$ cat src/sv/lrga_pkg.sv
package lrga_pkg;

  localparam int MAX_NODES = 256;
  localparam int NODE_AW   = $clog2(MAX_NODES);
  localparam int NCNT_W    = NODE_AW + 1;
  localparam int MAX_LINKS = 1024;
  localparam int LINK_AW   = $clog2(MAX_LINKS);
  localparam int LTOT_W    = LINK_AW + 1;
  localparam int GEN_W     = 16;
  localparam int CNT_W     = 3;

  localparam logic [CNT_W-1:0] CNT_SAT   = 3'd4;
  localparam logic [CNT_W-1:0] CNT_BIRTH = 3'd3;
  localparam logic [CNT_W-1:0] CNT_SURV  = 3'd2;

  localparam logic [1:0] REQ_SET  = 2'd0;
  localparam logic [1:0] REQ_LINK = 2'd1;
  localparam logic [1:0] REQ_RUN  = 2'd2;
  localparam logic [1:0] REQ_READ = 2'd3;

  localparam logic [1:0] ST_OK    = 2'd0;
  localparam logic [1:0] ST_RANGE = 2'd1;
  localparam logic [1:0] ST_FULL  = 2'd2;

  // One node entry: current state, state one generation back, neighbor count.
  typedef struct packed {
    logic             alive;
    logic             prev;
    logic [CNT_W-1:0] count;
  } node_word_t;

  typedef struct packed {
    logic [NODE_AW-1:0] src;
    logic [NODE_AW-1:0] tgt;
  } link_entry_t;

  typedef struct packed {
    logic               we;
    logic [NODE_AW-1:0] waddr;
    node_word_t         wdata;
    logic [NODE_AW-1:0] ra_addr;
    logic [NODE_AW-1:0] rb_addr;
  } node_port_t;

  typedef struct packed {
    logic               we;
    logic [LINK_AW-1:0] waddr;
    link_entry_t        wdata;
    logic [LINK_AW-1:0] raddr;
  } link_port_t;

  typedef struct packed {
    logic               start;
    logic [1:0]         req_type;
    logic [NODE_AW-1:0] node_id;
    logic [NODE_AW-1:0] target_index;
    logic               alive_value;
    logic [GEN_W-1:0]   generation_count;
  } cmd_t;

  typedef struct packed {
    logic              valid;
    logic              read_alive;
    logic [1:0]        status;
    logic [LTOT_W-1:0] links_used;
  } resp_t;

  // B3/S23 rule on a saturated neighbor count.
  function automatic logic next_alive(input logic alive, input logic [CNT_W-1:0] count);
    if (alive) begin
      return (count == CNT_SURV) || (count == CNT_BIRTH);
    end
    return count == CNT_BIRTH;
  endfunction

endpackage

$ cat src/sv/lrga_node_table.sv
module lrga_node_table (
  input  logic                  clk,
  input  lrga_pkg::node_port_t  port,
  output lrga_pkg::node_word_t  rd_a,
  output lrga_pkg::node_word_t  rd_b
);

  lrga_pkg::node_word_t mem [lrga_pkg::MAX_NODES];

  // Reads return the contents from before a write in the same cycle.
  always_ff @(posedge clk) begin
    if (port.we) begin
      mem[port.waddr] <= port.wdata;
    end
    rd_a <= mem[port.ra_addr];
    rd_b <= mem[port.rb_addr];
  end

endmodule

$ cat config.mk
export PLATFORM = sky130hd
export DESIGN_NAME = lrga_node_table
export DESIGN_NICKNAME = d
export VERILOG_FILES = /design/src/sv/lrga_pkg.sv /design/src/sv/lrga_node_table.sv
export SDC_FILE = /design/constraint.sdc
export NUM_CORES = 2
export LEC_CHECK = 0
export ABC_AREA = 1
export ABC_CLOCK_PERIOD_IN_PS = 3100
export BUFFER_PORTS_ARGS = -buffer_cell sky130_fd_sc_hd__buf_2
export CORE_AREA = 2 2 456 458
export CTS_BUF_LIST = sky130_fd_sc_hd__clkbuf_8
export CTS_CLUSTER_SIZE = 12
export DETAILED_ROUTE_END_ITERATION = 10
export DIE_AREA = 0 0 458 460
export SLEW_MARGIN = 40
export SYNTH_ARGS = -nofsm -noshare
export SYNTH_HDL_FRONTEND = slang
export SYNTH_SLANG_ARGS = --single-unit
$ cat constraint.sdc
create_clock -name clk -period 3.1 [get_ports clk]
set_clock_uncertainty 0.15 [all_clocks]
set_input_delay 0.155 -clock clk [delete_from_list [all_inputs] [get_ports clk]]
set_output_delay 0.155 -clock clk [all_outputs]
set_load 0.01 [all_outputs]
# Word-level counts from Yosys, hierarchy flattened
# Memory sizes are Yosys's and may differ from the RTL's. A register that Yosys moved wholly into a read port is not among the register bits.
# Cells that the tools add are included.
[totals] ramBits=1280 register_bits=0 mem_bits_ro=0 out_inout_bits=10 inputBits=31 latch_bits=0 n_memories=1
[mem_list] memory="mem" depth=256 word_bits=5 rd=2 rd_ports_with_merged_regs=2 wr=1 line="lrga_node_table.sv:8" source="lrga_pkg::node_word_t mem [lrga_pkg::MAX_NODES];"
[classes] n_lt_le_gt_ge=0 addsub=0 multipliers=0 shift=0 mux=2 n_div=0 eq_ne=0 n_reduce_logical=0 bitwise_logic=0
[op_table] operator="1-bit 2-to-1 mux" count=2

# Depth between registers and ports, before layout
[logic_depth] word_depth=2 mapped_depth=13 mapped_depth_nobuf=11

# Worst setup path after synthesis
# No wires, ideal clock.
[synth_path] kind="input to register" from="input port port[29] in the netlist's numbering" to="memory mem[162][0] in the netlist's numbering, enable pin" path_stages=4 path_slack_ns=1.458 t_arrival_ns=1.152 path_cell_list="clkbuf_1 -> nand3_1 -> clkbuf_1 -> nor2_1"
[synth_via] elab_chain_cells=2
[synth_lines] element="start: declaration" line="lrga_node_table.sv:3" source="input lrga_pkg::node_port_t port,"
[synth_lines] element="1-bit 2-to-1 mux" line="lrga_node_table.sv:12" source="if (port.we) begin"
[synth_lines] element="1-bit 2-to-1 mux (not written as such)" line="lrga_node_table.sv:13" source="mem[port.waddr] <= port.wdata;"
[synth_lines] element="end: declaration" line="lrga_node_table.sv:8"
# No other way between the ends.

==> flow_summary.json <==
{
  "status": "finished, violations left",
  "violations": "negative setup slack",
  "synth.yosys.seq_area_share_pct": 58.9,
  "fin_tns_setup_ns": -0.0959,
  "hpwl_um": 147000,
  "number_of_register_bits_inferred_by_synthesis": 1290,
  "worst_setup_path_start_kind": "input port",
  "number_of_nets_in_the_finished_design": 7391,
  "dpl-instance-area_um2": 68900,
  "total_clock_buffers_created_by_cts": 217,
  "setup_viol_count_final": 2,
  "drt_pass1_iterations": 8,
  "remaining_drc_errors": 0,
  "flow.area_growth_from_synthesis_pct": 12.4,
  "antenna_found_initial": 17,
  "worst_path_dominant_cell_family": "buffers and inverters",
  "worst_ep_required_time_ns": 3.80,
  "worst_slack_ns": -0.0782,
  "io_buffer_count": 40,
  "design.die.area_um2": 211000,
  "io-pin-count": 41,
  "critPathMostFrequentCell": "sky130_fd_sc_hd__nand3_1",
  "crit_buf_inv": 6,
  "core.rowCount": 167,
  "grt_pass1_vias": 55100,
  "final_util_pct": 35.8,
  "critical_path.cell_chain": "dlygate4sd3_1 > buf_8 > inv_16 > buf_16 > nand3_1 > nand3_1 > nand3_1 > nand3_1 > nand2_1 > nand2_1 > nand3_1 > nand3_1 > dlygate4sd3_1 > nand2_1 > dlygate4sd3_1",
  "post_synth.cell_area_avg_um2": 8.81,
  "drt_iter0_markers": 8161,
  "grtUsageTotal_pct": 22.4,
  "dieHeight_um": 460,
  "drive_above_1_share_pct": 7.38,
  "crit_fanout": 38,
  "coreArea_um2": 206000,
  "synth_fp_nets": 7469,
  "die-width_um": 458,
  "number_of_max_slew_violations_in_the_final_report": 0,
  "final_cycle_share_pct": 103,
  "synth.yosys.warnings": 0,
  "dr_total_vias": 58000,
  "clock_group_share_of_total_power_pct": 39.0,
  "ctsHtreeMaxLevel": 4,
  "maxCapViolCount": 0,
  "critical_path.slowest_cell": "sky130_fd_sc_hd__dlygate4sd3_1",
  "start_util_pct": 31.8,
  "path_class": "in2reg",
  "postCtsSetupRepairBufs": 0,
  "mostFrequentLayoutCell": "sky130_fd_sc_hd__nand2_1",
  "internal_power_w": 0.0280,
  "postLayoutCellArea_um2": 73700,
  "layout.cells.most_common_list": "sky130_fd_sc_hd__nand2_1, sky130_fd_sc_hd__nand3_1, sky130_fd_sc_hd__edfxtp_1",
  "pwr_density_cell_nw_per_um2": 527,
  "drt-vias-per-instance": 5.65,
  "cts_sinks": 1290,
  "fmax_mhz": 315,
  "switching_share_of_power_pct": 27.9,
  "root_buffer_selected_by_cts": "sky130_fd_sc_hd__clkbuf_8",
  "tritoncts_clock_tree": "built",
  "p_leak_nw": 27.3,
  "power.share.combinational_pct": 11.3,
  "report.final.hold_viol_count": 0,
  "grt_start_max_net_pins": 111,
  "max_stage_delay_ns": 0.61,
  "power.switching_w": 0.0108,
  "min-delay-path-class": "in2reg",
  "post_synth_inst_count": 7438,
  "clk_path_buf_depth": 3,
  "grt_overflow_total": 0,
  "clkTransAtPathRegs_ns": 0.06,
  "power_frac_seq_pct": 49.7,
  "clkLatencyLatePin_ns": 1.00,
  "route.final.wire_length_um": 245000,
  "worstSetupEndpointType": "flip-flop",
  "cell_area_synth_um2": 65500,
  "yosys.cell_types.count": 12,
  "ir_worst_vdd_mv": 0.393,
  "globalplace.congestion": 0.961,
  "layout_min_cycle_time_ns": 3.18,
  "grt_setup_unrepaired": "true",
  "maxSlewHeadroom_pct": 36.0,
  "drt-wirelength-per-cell_um": 23.9,
  "antenna_left": 0,
  "grt_first_pass_wirelength_um": 357000,
  "timing.critical_path.arrival_ns": 3.88,
  "tightestPinTransition_ns": 0.959
}
synth_stat cells:
cell type	number	area, µm²
sky130_fd_sc_hd__inv_2	8	30.0
sky130_fd_sc_hd__nand3_1	2463	12300
sky130_fd_sc_hd__clkbuf_1	103	387
sky130_fd_sc_hd__buf_4	72	541
sky130_fd_sc_hd__nand2_1	2765	10400
sky130_fd_sc_hd__clkinv_1	2	7.51
sky130_fd_sc_hd__buf_2	382	1910
sky130_fd_sc_hd__edfxtp_1	1280	38400
sky130_fd_sc_hd__nor2_1	283	1060
sky130_fd_sc_hd__buf_1	33	124
sky130_fd_sc_hd__dfxtp_1	10	200
sky130_fd_sc_hd__inv_1	37	139
flip-flops by register name (all words and copies together) (netlist names):
register,count
mem,1280
rd_a,5
rd_b,5
area by class of cell:
type	instances	area, µm²
multi-input cells	5511	23800
well taps	2704	3380
repair buffers	293	3420
inverters	47	228
flip-flops and latches	1290	38600
diodes	8	20.0
clock inverters	182	1190
fillers	20600	132000
clock buffers	220	3030
power by group through the flow:
stage / logic (W) / clock network, W / registers [W]
2_1_floorplan: 0.00236 / 0 / 0.0196
3_3_place_gp: 0.00411 / 0 / 0.0196
3_5_place_dp: 0.00415 / 0 / 0.0196
4_1_cts: 0.00422 / 0.0153 / 0.0193
5_1_grt: 0.00463 / 0.0160 / 0.0193
6_report: 0.00438 / 0.0151 / 0.0193
what timing repair did:
| item | in CTS | in global routing |
|---|---|---|
| endpoints found under the hold margin | 2095 | 0 |
| resized for setup | 0 | 8 |
| endpoints found under the setup margin | 0 | 7 |
| hold buffers | 45 | 0 |
worst register-to-register path, cell delays in order (launching register included):
cell                            delay, ns
sky130_fd_sc_hd__edfxtp_1            0.43
sky130_fd_sc_hd__nand2_1             0.10
sky130_fd_sc_hd__nand3_1             0.08
sky130_fd_sc_hd__nand3_1             0.09
sky130_fd_sc_hd__nand3_1             0.12
sky130_fd_sc_hd__nand3_1             0.18
sky130_fd_sc_hd__nand2_1             0.18
sky130_fd_sc_hd__nand2_1             0.10
sky130_fd_sc_hd__nand3_1             0.17
sky130_fd_sc_hd__nand3_1             0.17
sky130_fd_sc_hd__dlygate4sd3_1       0.61
sky130_fd_sc_hd__nand2_1             0.07
sky130_fd_sc_hd__dlygate4sd3_1       0.56
layer usage:
| metal | track usage (%) | vias to the layer above | routed length [µm] |
|---|---|---|---|
| li1 | - | 25600 | - |
| met1 | 29.0 | 27400 | 92800 |
| met2 | 34.8 | 4203 | 110000 |
| met3 | 4.77 | 819 | 28100 |
| met4 | 12.6 | 2 | 14300 |
| met5 | 0 | - | 17 |
through the flow:
step                      total power, W  hold WS [ns]  std cells  worst slack [ns]
after floorplan                   0.0220         0.104       7438              1.46
after global placement            0.0238         0.421       9797            0.0896
after detailed placement          0.0238         0.438       9798            0.0798
after CTS                         0.0388       0.00235      10200           0.00655
after global routing              0.0399        0.0946      10300           -0.0587
final                             0.0388         0.106      10300           -0.0782
final timing paths:
path | startpoint | to | slack (ns) | depth (start not counted)
setup / recovery | port[9] | rd_a[3] | -0.08 | 15
hold / removal | port[0] | rd_b[4] | 0.11 | 11
setup reg to reg | mem[160][3] | rd_a[3] | 0.01 | 12
hold reg to reg | mem[33][0] | rd_a[0] | 0.94 | 10
cell families (layout without fill, tap and decap cells):
group                  after synthesis  in the layout  share of synthesized area, %
other                                0              8                             0
DFF                               1290           1290                          58.9
buffers and inverters              637            742                          4.79
and+or+nand+nor                   5511           5511                          36.3
(Power assumes the default switching activity.)
