## config.mk

```make
export PLATFORM = sky130hd
export DESIGN_NAME = lrga_engine
export DESIGN_NICKNAME = d
export VERILOG_FILES = /design/src/sv/lrga_pkg.sv /design/src/sv/lrga_engine.sv
export SDC_FILE = /design/constraint.sdc
export NUM_CORES = 1
export LEC_CHECK = 0
export BUFFER_PORTS_ARGS = -buffer_cell sky130_fd_sc_hd__buf_2
export CAP_MARGIN = 20
export CORE_MARGIN = 1
export CORE_UTILIZATION = 39
export CTS_CLUSTER_DIAMETER = 80
export CTS_CLUSTER_SIZE = 10
export DETAILED_ROUTE_END_ITERATION = 7
export PLACE_DENSITY = 0.65
export SLEW_MARGIN = 25
export SYNTH_ARGS = -nofsm -noshare
export SYNTH_HDL_FRONTEND = slang
export SYNTH_SLANG_ARGS = --single-unit
```

## constraint.sdc

```tcl
create_clock -name clk -period 6.1 [get_ports clk]
set_input_delay 1.525 -clock clk [delete_from_list [all_inputs] [get_ports clk]]
set_output_delay 1.525 -clock clk [all_outputs]
set_load 0.03 [all_outputs]
```

## src/sv/lrga_pkg.sv

```systemverilog
package lrga_pkg;

  localparam int MAX_NODES = 256;
  localparam int NODE_AW   = $clog2(MAX_NODES);
  localparam int NCNT_W    = NODE_AW + 1;
  localparam int MAX_LINKS = 1024;
  localparam int LINK_AW   = $clog2(MAX_LINKS);
  localparam int LTOT_W    = LINK_AW + 1;
  localparam int GEN_W     = 16;
  localparam int CNT_W     = 3;

  localparam logic [CNT_W-1:0] CNT_SAT   = 3'd4;
  localparam logic [CNT_W-1:0] CNT_BIRTH = 3'd3;
  localparam logic [CNT_W-1:0] CNT_SURV  = 3'd2;

  localparam logic [1:0] REQ_SET  = 2'd0;
  localparam logic [1:0] REQ_LINK = 2'd1;
  localparam logic [1:0] REQ_RUN  = 2'd2;
  localparam logic [1:0] REQ_READ = 2'd3;

  localparam logic [1:0] ST_OK    = 2'd0;
  localparam logic [1:0] ST_RANGE = 2'd1;
  localparam logic [1:0] ST_FULL  = 2'd2;

  // One node entry: current state, state one generation back, neighbor count.
  typedef struct packed {
    logic             alive;
    logic             prev;
    logic [CNT_W-1:0] count;
  } node_word_t;

  typedef struct packed {
    logic [NODE_AW-1:0] src;
    logic [NODE_AW-1:0] tgt;
  } link_entry_t;

  typedef struct packed {
    logic               we;
    logic [NODE_AW-1:0] waddr;
    node_word_t         wdata;
    logic [NODE_AW-1:0] ra_addr;
    logic [NODE_AW-1:0] rb_addr;
  } node_port_t;

  typedef struct packed {
    logic               we;
    logic [LINK_AW-1:0] waddr;
    link_entry_t        wdata;
    logic [LINK_AW-1:0] raddr;
  } link_port_t;

  typedef struct packed {
    logic               start;
    logic [1:0]         req_type;
    logic [NODE_AW-1:0] node_id;
    logic [NODE_AW-1:0] target_index;
    logic               alive_value;
    logic [GEN_W-1:0]   generation_count;
  } cmd_t;

  typedef struct packed {
    logic              valid;
    logic              read_alive;
    logic [1:0]        status;
    logic [LTOT_W-1:0] links_used;
  } resp_t;

  // B3/S23 rule on a saturated neighbor count.
  function automatic logic next_alive(input logic alive, input logic [CNT_W-1:0] count);
    if (alive) begin
      return (count == CNT_SURV) || (count == CNT_BIRTH);
    end
    return count == CNT_BIRTH;
  endfunction

endpackage

```

## src/sv/lrga_engine.sv

```systemverilog
module lrga_engine (
  input  logic                            clk,
  input  logic                            rst,
  input  logic [lrga_pkg::NCNT_W-1:0]     node_count,
  input  lrga_pkg::cmd_t                  cmd,
  input  logic                            deliver_ok,
  output logic                            idle,
  output lrga_pkg::resp_t                 resp,
  output lrga_pkg::node_port_t            node_port,
  input  lrga_pkg::node_word_t            node_rd_a,
  input  lrga_pkg::node_word_t            node_rd_b,
  output lrga_pkg::link_port_t            link_port,
  input  lrga_pkg::link_entry_t           link_rd
);

  localparam logic [3:0] S_IDLE  = 4'd0;
  localparam logic [3:0] S_EXEC  = 4'd1;
  localparam logic [3:0] S_CLR   = 4'd2;
  localparam logic [3:0] S_EDGE  = 4'd3;
  localparam logic [3:0] S_NODE  = 4'd4;
  localparam logic [3:0] S_CHECK = 4'd5;
  localparam logic [3:0] S_RD    = 4'd6;
  localparam logic [3:0] S_RESP  = 4'd7;
  localparam logic [3:0] S_INIT  = 4'd8;

  logic [3:0]                     state;
  logic [1:0]                     req_q;
  logic [lrga_pkg::NODE_AW-1:0]   ni_q;
  logic [lrga_pkg::NODE_AW-1:0]   ti_q;
  logic                           av_q;
  logic [lrga_pkg::GEN_W-1:0]     gens_q;
  logic [lrga_pkg::GEN_W-1:0]     gens_left;
  logic [1:0]                     status_q;
  logic [lrga_pkg::LTOT_W-1:0]    link_total;
  logic                           have_prev;
  logic                           changed;
  logic                           diff_prev;
  logic [lrga_pkg::NCNT_W-1:0]    idx;
  logic                           p_v;
  logic [lrga_pkg::NODE_AW-1:0]   p_addr;
  logic [lrga_pkg::LTOT_W-1:0]    eidx;
  logic                           e1_v;
  logic                           e2_v;
  logic [lrga_pkg::NODE_AW-1:0]   e2_s;
  logic                           e2_rng;
  logic                           fwd_v;
  logic [lrga_pkg::NODE_AW-1:0]   fwd_addr;
  lrga_pkg::node_word_t           fwd_word;

  logic                           ni_ok;
  logic                           ti_ok;
  logic                           link_full;
  logic                           e1_rng;
  lrga_pkg::node_word_t           e2_word;
  logic                           e2_inc;
  logic                           new_alive;
  logic [lrga_pkg::GEN_W-1:0]     left;

  assign ni_ok     = {1'b0, ni_q} < node_count;
  assign ti_ok     = {1'b0, ti_q} < node_count;
  assign link_full = link_total == lrga_pkg::LTOT_W'(lrga_pkg::MAX_LINKS);
  assign e1_rng    = ({1'b0, link_rd.src} < node_count) && ({1'b0, link_rd.tgt} < node_count);

  // The count read for a link misses the write made by the link just ahead
  // of it; that write is registered and forwarded here.
  assign e2_word   = (fwd_v && (fwd_addr == e2_s)) ? fwd_word : node_rd_b;
  assign e2_inc    = e2_v && e2_rng && node_rd_a.alive && (e2_word.count < lrga_pkg::CNT_SAT);
  assign new_alive = lrga_pkg::next_alive(node_rd_b.alive, node_rd_b.count);
  assign left      = gens_left - lrga_pkg::GEN_W'(1);

  always_comb begin
    node_port.we      = 1'b0;
    node_port.waddr   = p_addr;
    node_port.wdata   = '0;
    node_port.ra_addr = link_rd.tgt;
    node_port.rb_addr = ni_q;
    unique case (state)
      S_INIT: begin
        node_port.we    = 1'b1;
        node_port.waddr = idx[lrga_pkg::NODE_AW-1:0];
      end
      S_EXEC: begin
        if (req_q == lrga_pkg::REQ_SET && ni_ok) begin
          node_port.we          = 1'b1;
          node_port.waddr       = ni_q;
          node_port.wdata.alive = av_q;
        end
      end
      S_CLR: begin
        node_port.rb_addr = idx[lrga_pkg::NODE_AW-1:0];
        if (p_v) begin
          node_port.we          = 1'b1;
          node_port.wdata.alive = node_rd_b.alive;
          node_port.wdata.prev  = node_rd_b.prev;
        end
      end
      S_EDGE: begin
        node_port.rb_addr = link_rd.src;
        if (e2_inc) begin
          node_port.we          = 1'b1;
          node_port.waddr       = e2_s;
          node_port.wdata.alive = e2_word.alive;
          node_port.wdata.prev  = e2_word.prev;
          node_port.wdata.count = e2_word.count + lrga_pkg::CNT_W'(1);
        end
      end
      S_NODE: begin
        node_port.rb_addr = idx[lrga_pkg::NODE_AW-1:0];
        if (p_v) begin
          node_port.we          = 1'b1;
          node_port.wdata.alive = new_alive;
          node_port.wdata.prev  = node_rd_b.alive;
        end
      end
      default: begin
      end
    endcase
  end

  always_comb begin
    link_port.we        = (state == S_EXEC) && (req_q == lrga_pkg::REQ_LINK) &&
                          ni_ok && ti_ok && !link_full;
    link_port.waddr     = link_total[lrga_pkg::LINK_AW-1:0];
    link_port.wdata.src = ni_q;
    link_port.wdata.tgt = ti_q;
    link_port.raddr     = eidx[lrga_pkg::LINK_AW-1:0];
  end

  assign idle            = state == S_IDLE;
  assign resp.valid      = (state == S_RESP) && deliver_ok;
  assign resp.read_alive = ni_ok & node_rd_b.alive;
  assign resp.status     = status_q;
  assign resp.links_used = link_total;

  always_ff @(posedge clk) begin
    if (rst) begin
      state      <= S_INIT;
      idx        <= '0;
      link_total <= '0;
      p_v        <= 1'b0;
      e1_v       <= 1'b0;
      e2_v       <= 1'b0;
      fwd_v      <= 1'b0;
    end else begin
      fwd_v <= 1'b0;
      unique case (state)
        S_INIT: begin
          // Every node entry is zeroed once after reset, one per cycle.
          idx <= idx + lrga_pkg::NCNT_W'(1);
          if (idx == lrga_pkg::NCNT_W'(lrga_pkg::MAX_NODES - 1)) begin
            state <= S_IDLE;
          end
        end
        S_IDLE: begin
          if (cmd.start) begin
            req_q  <= cmd.req_type;
            ni_q   <= cmd.node_id;
            ti_q   <= cmd.target_index;
            av_q   <= cmd.alive_value;
            gens_q <= cmd.generation_count;
            state  <= S_EXEC;
          end
        end
        S_EXEC: begin
          status_q <= lrga_pkg::ST_OK;
          state    <= S_RD;
          unique case (req_q)
            lrga_pkg::REQ_LINK: begin
              if (!ni_ok || !ti_ok) begin
                status_q <= lrga_pkg::ST_RANGE;
              end else if (link_full) begin
                status_q <= lrga_pkg::ST_FULL;
              end else begin
                link_total <= link_total + lrga_pkg::LTOT_W'(1);
              end
            end
            lrga_pkg::REQ_RUN: begin
              if (gens_q != '0) begin
                gens_left <= gens_q;
                have_prev <= 1'b0;
                idx       <= '0;
                p_v       <= 1'b0;
                state     <= S_CLR;
              end
            end
            default: begin
              if (!ni_ok) begin
                status_q <= lrga_pkg::ST_RANGE;
              end
            end
          endcase
        end
        S_CLR: begin
          p_v <= 1'b0;
          if (idx < node_count) begin
            p_v    <= 1'b1;
            p_addr <= idx[lrga_pkg::NODE_AW-1:0];
            idx    <= idx + lrga_pkg::NCNT_W'(1);
          end else if (!p_v) begin
            eidx  <= '0;
            state <= S_EDGE;
          end
        end
        S_EDGE: begin
          e1_v <= 1'b0;
          if (eidx < link_total) begin
            e1_v <= 1'b1;
            eidx <= eidx + lrga_pkg::LTOT_W'(1);
          end
          e2_v   <= e1_v;
          e2_s   <= link_rd.src;
          e2_rng <= e1_rng;
          if (e2_inc) begin
            fwd_v    <= 1'b1;
            fwd_addr <= e2_s;
            fwd_word <= node_port.wdata;
          end
          if (eidx == link_total && !e1_v && !e2_v) begin
            idx       <= '0;
            p_v       <= 1'b0;
            changed   <= 1'b0;
            diff_prev <= 1'b0;
            state     <= S_NODE;
          end
        end
        S_NODE: begin
          p_v <= 1'b0;
          if (idx < node_count) begin
            p_v    <= 1'b1;
            p_addr <= idx[lrga_pkg::NODE_AW-1:0];
            idx    <= idx + lrga_pkg::NCNT_W'(1);
          end else if (!p_v) begin
            state <= S_CHECK;
          end
          if (p_v) begin
            changed   <= changed | (new_alive != node_rd_b.alive);
            diff_prev <= diff_prev | (new_alive != node_rd_b.prev);
          end
        end
        S_CHECK: begin
          // A fixed point ends the run. A period-two oscillation needs at most one
          // more generation to land on the phase the full run ends on.
          if (left == '0 || !changed) begin
            state <= S_RD;
          end else if (have_prev && !diff_prev) begin
            if (left[0]) begin
              gens_left <= lrga_pkg::GEN_W'(1);
              eidx      <= '0;
              state     <= S_EDGE;
            end else begin
              state <= S_RD;
            end
          end else begin
            gens_left <= left;
            have_prev <= 1'b1;
            eidx      <= '0;
            state     <= S_EDGE;
          end
        end
        S_RD: begin
          state <= S_RESP;
        end
        S_RESP: begin
          if (deliver_ok) begin
            state <= S_IDLE;
          end
        end
        default: begin
          state <= S_IDLE;
        end
      endcase
    end
  end

endmodule

```

---- Word-level counts from Yosys, hierarchy flattened ----
Index checks and enable logic that the tools add are counted.
word-level totals
  register bits after elaboration ......... 125
  output and inout port bits .............. 83
  logic and storage cells ................. 191
  input port bits ......................... 74
cells by class
  reduce and logical (&&, ||, !) cells .... 48
  muxes and demuxes ....................... 65
  add/subtract/negate cells ............... 5
  order comparisons ....................... 7
  bitwise gates (word level) .............. 7
  equal/unequal tests ..................... 34
operator list
  operator                                              number
  two-way mux 16 bit                                    5
  two-way mux 11 bit                                    6
  two-way mux 4 bit                                     10
  < comparator 8 x 9 -> 1 bit                           4
  two-way mux 9 bit                                     4
  one-hot mux 4 bit (9 select lines)                    1
  one-hot mux 9 bit (4 select lines)                    1
  one-hot mux 11 bit (3 select lines)                   1
  one-hot mux 16 bit (2 select lines)                   1
  inequality test 2 bit (second input constant)         12
  one-hot mux 8 bit (3 select lines)                    1
  adder 11 x 1 -> 11 bit (second input constant)        2
  equality test 4 x 3 -> 1 bit (second input constant)  4
  logical NOT 16 bit                                    1
  one-hot mux 8 bit (2 select lines)                    1
  nonzero test 16 bit                                   1
  subtractor 16 x 1 -> 16 bit (second input constant)   1
  two-way mux 1 bit                                     15
  logical AND 1 bit                                     14
  two-way mux 14 bit                                    1
  two-way mux 3 bit                                     4
  AND reduction 4 bit                                   3
  AND reduction 6 bit                                   2
  equality test 11 bit                                  1
  other kinds (40)                                      70

---- Logic depth before layout (Yosys ltp) ----
Gate-level depths: netlist of run 1.
  depth after elaboration ................. 8
  depth in mapped cells ................... 10
  depth with buffers taken out ............ 9

---- Worst setup path before layout of run 1 ----
Ideal clock, no wire load.
  kind .................................... input port to output port
  start point ............................. input node_count[7] (netlist name)
  end point ............................... output node_port[22] (netlist name)
  path buffers ............................ 1
  stages on the path ...................... 10
  arrival time ............................ 3.534 ns
  slack ................................... 1.041 ns
  required time ........................... 4.575 ns
  path through ............................ inv_1 > ha_1 > nand3_1 > o221ai_1 > a221o_1 > clkbuf_1 > mux2i_1 > o21a_1 > o21ai_0 > o21a_1
RTL lines
  what         RTL line          source
  from (decl)  lrga_engine.sv:4  input logic [lrga_pkg::NCNT_W-1:0] node_count,
  to (decl)    lrga_engine.sv:9  output lrga_pkg::node_port_t node_port,

==> metrics.csv, run 1 <==
metric,value,unit
status,"complete, no violations",
drt first pass iters,7,
adder and majority cell fraction of the synthesized area,9.63,%
Die Wd,141,um
post-synthesis async set-or-reset flop share,0,%
setup TNS,0,ns
VDD IR max,0.000155,V
Max Cap Viol,0,
Hold Startpoint,e1_v,
GRT Util Overall,19.6,%
fin area,8960,sq um
RSZ-0062 raised after global routing,no,
Rows,50,
synthesized net count,884,
Fillers,1780,
Fin. Hold Viols,0,
fmax,181,MHz
Post-synth EDFFs,97,
die area,19900,sq um
first-pass GRT wire length,29.9,mm
share of the synthesized area in the top cell type,38.7,%
Mapped Area,7530,sq um
arrival time worst endpoint,4.00,ns
Cells after Synth,752,
cts hold-fix bufs,0,
via count,6046,
Resized Gates After CTS,0,
period utilisation layout,90.6,%
final wirelength,19.0,mm
# clock sinks,125,
IO Count,157,
Post-DP Area,8350,sq um
critical path class,in2out,
Post-CTS Repair Setup Buffers,0,
Core Area,18800,sq um
Clock Latency Late Sink,0.42,ns
post-synthesis simple-gate area fraction,16.6,%
initial antenna violation count,3,
Avg WL per Cell,16.5,um
Yosys top cell by area,edfxtp_1,
port bufs,152,
layout overhead on the synthesized area,18.9,%
Post-DP HPWL,14.0,mm
cts bufs inserted,17,
PwrDens,225,nW/um^2
placed cells,1116,
DR DRC count,0,
vias in the first global route,5762,
Syn Area/Cell,10.0,sq um
Die Ht,141,um
slew margin rel.,31.8,%
share of layout cells above drive strength 1,22.2,%
Max Slew Vio Count,0,
most frequent cells in the layout,"buf_2 (152), edfxtp_1 (97), nor2_1 (86), ha_1 (58), nand2_1 (53)",
post-synthesis sequential area ratio,46.1,%
"FF+latch count, synth",125,
Synth area leaders,"edfxtp_1 (39%), ha_1 (9.6%), dfxtp_1 (7.4%), nor2_1 (4.3%), xnor2_1 (4.1%)",
root buffer cell,clkbuf_16,
fin cells,1150,
Final #Nets,1007,
Critical Path Source,node_count[2],
main combinational cell family by area after synthesis,simple AND/OR/NAND/NOR gates,
total grt overflow,0,
CP startpoint kind,primary input,
final-report setup violation count,0,
CTS tree,yes,
Yosys Warn Count,0,
largest net degree at the start of global routing,31,
register area,3470,sq um
Post-DRT Antenna Nets,0,
clock slew at reported path FFs,0.06,ns
CP Max Fanout,10,
mux contribution to synthesized area,2.04,%
htree depth,4,
"Min Clock Period, post-route",5.53,ns
Setup crit end kind,primary output,
slack of the critical path,0.572,ns
Multi-input gate area,3600,sq um
Compound-Gate Fraction of Synth Area,14.0,%
Critical R2R Launch,e2_s[1],
worst hold-check path type,reg2reg,
CP required,4.58,ns
"Top FF cell, synth",edfxtp_1,
DR iter-0 viols,538,
pre-CTS setup slack,0.544,ns
XOR/XNOR share of the synthesized area,5.46,%
vias per cell,5.26,
"leading cell type in the layout, fill and taps excluded",buf_2,
synth unique cells,59,
Clock Path Buffers,2,
Leakage,3.64,nW
worst slew pin tran,1.02,ns
Initial Util,40.0,%
Layout Skew,0.0116,ns
Final Wtd Congestion,0.851,
==> power by group <==
part / switching, mW / internal [mW] / total [mW]
registers: 0.00430 / 0.913 / 0.917
logic: 0.0564 / 0.0437 / 0.100
clock network: 0.374 / 0.628 / 1.00
==> routing by layer <==
| metal | vias to the layer above | global-route usage, % | share of wire [%] |
|---|---|---|---|
| met1 | 2851 | 25.5 | 46 |
| li1 | 2975 | - | - |
| met2 | 193 | 31.3 | 46 |
| met4 | 4 | 6.92 | 1.9 |
| met3 | 23 | 5.23 | 5.5 |
| met5 | - | 0 | 0.14 |
==> Yosys cell counts (all sizes together), types with 2 or more instances <==
library cell	count
nor4	16
xnor2	35
a21oi	29
o31ai	2
and2	4
nand4b	2
nor3	18
a41o	2
a22oi	2
nor4b	2
a22o	2
dfxtp	28
nand2b	4
inv	43
buf	33
a21o	6
edfxtp	97
nand2	53
mux2	3
o21a	15
mux2i	12
nand3	23
nand3b	5
o31a	3
o21ai	51
a211oi	5
a222oi	8
a311oi	3
and3	9
o21bai	9
o221ai	2
ha	58
a2bb2oi	3
nor3b	4
a31oi	7
or4	3
clkbuf	19
xor2	12
nor2b	11
a2111oi	4
nand4	8
nor2	88
==> area by class of cell <==
type / count / share of cell area [%]
diodes: 2 / 0.0559
clock buffers: 25 / 6.15
clock inverters: 7 / 0.531
inverters: 43 / 1.80
multi-input cells: 532 / 40.2
flip-flops and latches: 125 / 38.8
well taps: 260 / 3.63
repair buffers: 156 / 8.83
==> sequential cells by signal, indices dropped and copies added (netlist names), 2 cells and up <==
| register | count |
|---|---|
| e2_s | 8 |
| eidx | 11 |
| fwd_addr | 8 |
| fwd_word | 5 |
| gens_left | 16 |
| gens_q | 16 |
| idx | 9 |
| link_total | 11 |
| ni_q | 8 |
| p_addr | 8 |
| req_q | 2 |
| state | 4 |
| status_q | 2 |
| ti_q | 8 |
==> per-stage QoR <==
stage | util, % | hold slack [ns] | power, mW
final | 47.6 | 0.473 | 2.02
after global routing | 47.6 | 0.515 | 2.08
after CTS | 47.5 | 0.477 | 2.04
after detailed placement | 44.4 | 0.462 | 1.03
after global placement | 44.4 | 0.455 | 1.03
after floorplan | - | 0.440 | 0.993
==> critical path: stages <==
cell and delay [ns]:
buf_2 0.07, inv_1 0.09, ha_1 0.32, nand2_1 0.05, o21ai_0 0.44, a221o_1 0.67, mux2i_1 0.16, o21a_1 0.20
o21ai_0 0.08, o21a_1 0.19, buf_2 0.21
==> final timing paths <==
kind / slack [ns] / cells past startpoint / end
setup / recovery: 0.57 / 11 / node_port[27]
hold / removal: 0.47 / 2 / e2_v
setup reg to reg: 2.93 / 6 / fwd_word[4]
hold reg to reg: 0.47 / 2 / e2_v
==> kinds of logic (layout without fill, tap and decap cells) <==
family / after synthesis / count (layout)
other: 0 / 2
XOR/XNOR: 47 / 47
adder cells (fa/ha/maj): 58 / 58
multiplexers: 15 / 15
AO/OA/AOI/OAI: 158 / 158
flip-flops: 125 / 125
AND/OR/NAND/NOR: 254 / 254
buffers and inverters: 95 / 231
No activity file was read; power rests on OpenSTA's default activity.
==> run 2: changes to the inputs <==
--- a/config.mk
+++ b/config.mk
@@ -9,9 +9,9 @@
 export CAP_MARGIN = 20
 export CORE_MARGIN = 1
-export CORE_UTILIZATION = 39
+export CORE_UTILIZATION = 40
 export CTS_CLUSTER_DIAMETER = 80
 export CTS_CLUSTER_SIZE = 10
 export DETAILED_ROUTE_END_ITERATION = 7
-export PLACE_DENSITY = 0.65
+export PLACE_DENSITY = 0.66
 export SLEW_MARGIN = 25
 export SYNTH_ARGS = -nofsm -noshare
==> constraint.sdc (replaced) <==
create_clock -name clk -period 6.1 [get_ports clk]
set_input_delay 1.525 -clock clk [delete_from_list [all_inputs] [get_ports clk]]
set_output_delay 1.525 -clock clk [all_outputs]
set_load 0.005 [all_outputs]
==> run 2 against run 1 <==
Net effect: the flow now finishes with violations (design-rule violations); fmax grew 0.57%; clock skew grew 0.0031 ns; via count shrank 0.43%; combinational power shrank 9%; count of clock-buffer cells in the layout shrank 8; clock power shrank 8%; setup slack gained 0.031 ns; sequential power is essentially flat; critical path depth is the same; register-to-register slack gained 0.04 ns; sequential share of layout area grew 0.43 points; largest cell class unchanged; largest power group unchanged.
==> metrics.csv, run 2 (synthesis results as in run 1) <==
metric,value,unit,change
top flop regs,"gens_left x16, gens_q x16",,
worst path bufs/invs,3,,unchanged
GRT Util Overall,19.6,%,about the same
CP startpoint kind,primary input,,
Clock Latency Late Sink,0.43,ns,about the same
Post-DRT Antenna Nets,0,,unchanged
htree depth,4,,unchanged
vias in the first global route,5585,,-3.1%
Fillers,1666,,-6.4%
CP Max Fanout,10,,unchanged
first-pass GRT wire length,29.3,mm,-1.8%
clock slew at reported path FFs,0.06,ns,about the same
Setup crit end kind,primary output,,
status,"finished, violations left",,
critical-path cell list,buf_2 -> inv_1 -> ha_1 -> nand2_1 -> o21ai_0 -> a221o_1 -> mux2i_1 -> o21ai_0 -> o21bai_1 -> o21a_1 -> buf_2,,
critical path class,in2out,,
port bufs,152,,unchanged
Final Wtd Congestion,0.830,,-2.4%
die area,19400,sq um,-2.5%
"Min Clock Period, post-route",5.50,ns,-0.0315 ns
"CP delay by family, top",compound AO/OA/AOI/OAI gates,,
via count,6020,,-0.43%
Post-CTS Repair Setup Buffers,0,,unchanged
DR iter-0 viols,426,,-21%
layout overhead on the synthesized area,17.6,%,
PwrDens,218,nW/um^2,-3.5%
Max Slew Vio Count,0,,unchanged
Clock Path Buffers,2,,unchanged
Die Wd,139,um,-1.2%
setup TNS,0,ns,unchanged
Critical R2R Launch,e2_s[1],,
WHS Path Cells,2,,unchanged
failing checks,design-rule violations,,
Worst path max stage delay,0.67,ns,about the same
share of layout cells above drive strength 1,22.4,%,+0.23 points
Post-DP HPWL,14.0,mm,-0.54%
Final Hold Slack,0.475,ns,+0.00205 ns
CTS tree,yes,,
Multi-input gate area,3600,sq um,unchanged
reg2reg end,fwd_word[4],,
VDD IR max,0.000182,V,+17%
DR DRC count,12,,+12
initial antenna violation count,0,,-3
vias per cell,5.38,,+2.3%
Switching Share,23.3,%,+1.8 points
Max Cap Viol,0,,unchanged
reg2reg path depth,6,,unchanged
Worst path depth,11,,unchanged
final-report setup violation count,0,,unchanged
combinational fraction of design power,4.7,%,-0.3 points
CP max stage cell,a221o_1,,
Rows,49,,-2.0%
# clock sinks,125,,unchanged
total grt overflow,0,,unchanged
Core Area,18200,sq um,-3.3%
Initial Util,41.4,%,+1.4 points
sequential share of power,47.6,%,+2.2 points
net switching power,0.450,mW,+3.5%
root buffer cell,clkbuf_16,,
"Endpoint, Worst Hold",e2_v,,
register area,3470,sq um,unchanged
worst hold-check path type,reg2reg,,
Layout Skew,0.0146,ns,+0.00305 ns
"leading cell type in the layout, fill and taps excluded",buf_2,,
drt first pass iters,8,,+1
"setup slack, reg-to-reg",2.97,ns,+0.04 ns
largest net degree at the start of global routing,31,,unchanged
Hold Startpoint,e1_v,,
Die Ht,139,um,-1.2%
most frequent cells in the layout,"buf_2 (152), edfxtp_1 (97), nor2_1 (86), ha_1 (58), nand2_1 (53)",,
Clock Power Share,47.7,%,-1.9 points
IO Count,157,,unchanged
fmax,182,MHz,+0.57%
arrival time worst endpoint,3.97,ns,-0.03 ns
Avg WL per Cell,16.5,um,-0.13%
Resized Gates After CTS,0,,unchanged
Final #Nets,1007,,unchanged
Fin. Hold Viols,0,,unchanged
cts hold-fix bufs,0,,unchanged
RSZ-0062 raised after global routing,no,,
Leakage,3.59,nW,-1.2%
CP required,4.58,ns,about the same
period utilisation layout,90.1,%,-0.52 points
slew margin rel.,35.7,%,+3.9 points
final wirelength,18.4,mm,-2.8%
worst slew pin tran,0.957,ns,-0.0615 ns
cts bufs inserted,17,,unchanged
Internal,1.48,mW,-6.7%
==> run 2: metal layers <==
layer / routed length [um] / share of wire, % / global-route usage [%]
met1: 8090 / 44 / 26.0
met4: 347 / 1.9 / 7.37
met5: 0 / 0 / 0
met3: 1450 / 7.9 / 4.96
met2: 8560 / 46 / 30.7
==> run 2: area by class of cell <==
cell class	count	area share, %
Clock buffer	17	4.80
Clock inverter	15	1.29
Timing Repair Buffer	156	8.93
Antenna cell	2	0.0565
Multi-Input combinational cell	532	40.7
Inverter	43	1.82
Tap cell	229	3.23
Sequential cell	125	39.2
==> run 2: worst max-delay path by stage <==
stage,start,end
CTS,node_count[2],node_port[26]
global route,node_count[2],node_port[28]
global placement,node_count[2],node_port[28]
floorplan,rst,av_q
finish,node_count[2],node_port[26]
detailed placement,node_count[2],node_port[28]
==> run 2: power groups by stage <==
stage | Clock (mW) | Combinational [mW] | Sequential, mW
6_report | 0.920 | 0.0909 | 0.917
2_1_floorplan | 0 | 0.0504 | 0.933
5_1_grt | 0.971 | 0.104 | 0.916
4_1_cts | 0.936 | 0.0915 | 0.916
3_5_place_dp | 0 | 0.0911 | 0.935
3_3_place_gp | 0 | 0.0878 | 0.935
==> run 2: metrics by stage <==
stage	cells	setup slack (ns)	instance area [sq um]	utilization (%)	power, mW
floorplan	752	1.09	7530	-	0.983
global placement	1085	0.668	8310	45.7	1.02
detailed placement	1085	0.620	8310	45.7	1.03
CTS	1117	0.623	8850	48.6	1.94
global route	1117	0.461	8850	48.6	1.99
finish	1119	0.603	8860	48.7	1.93
==> run 2: worst min-delay path, cell delays in order, from the launching register on <==
cell and delay, ns:
dfxtp_1 0.32, nand2_1 0.06, a21oi_1 0.05
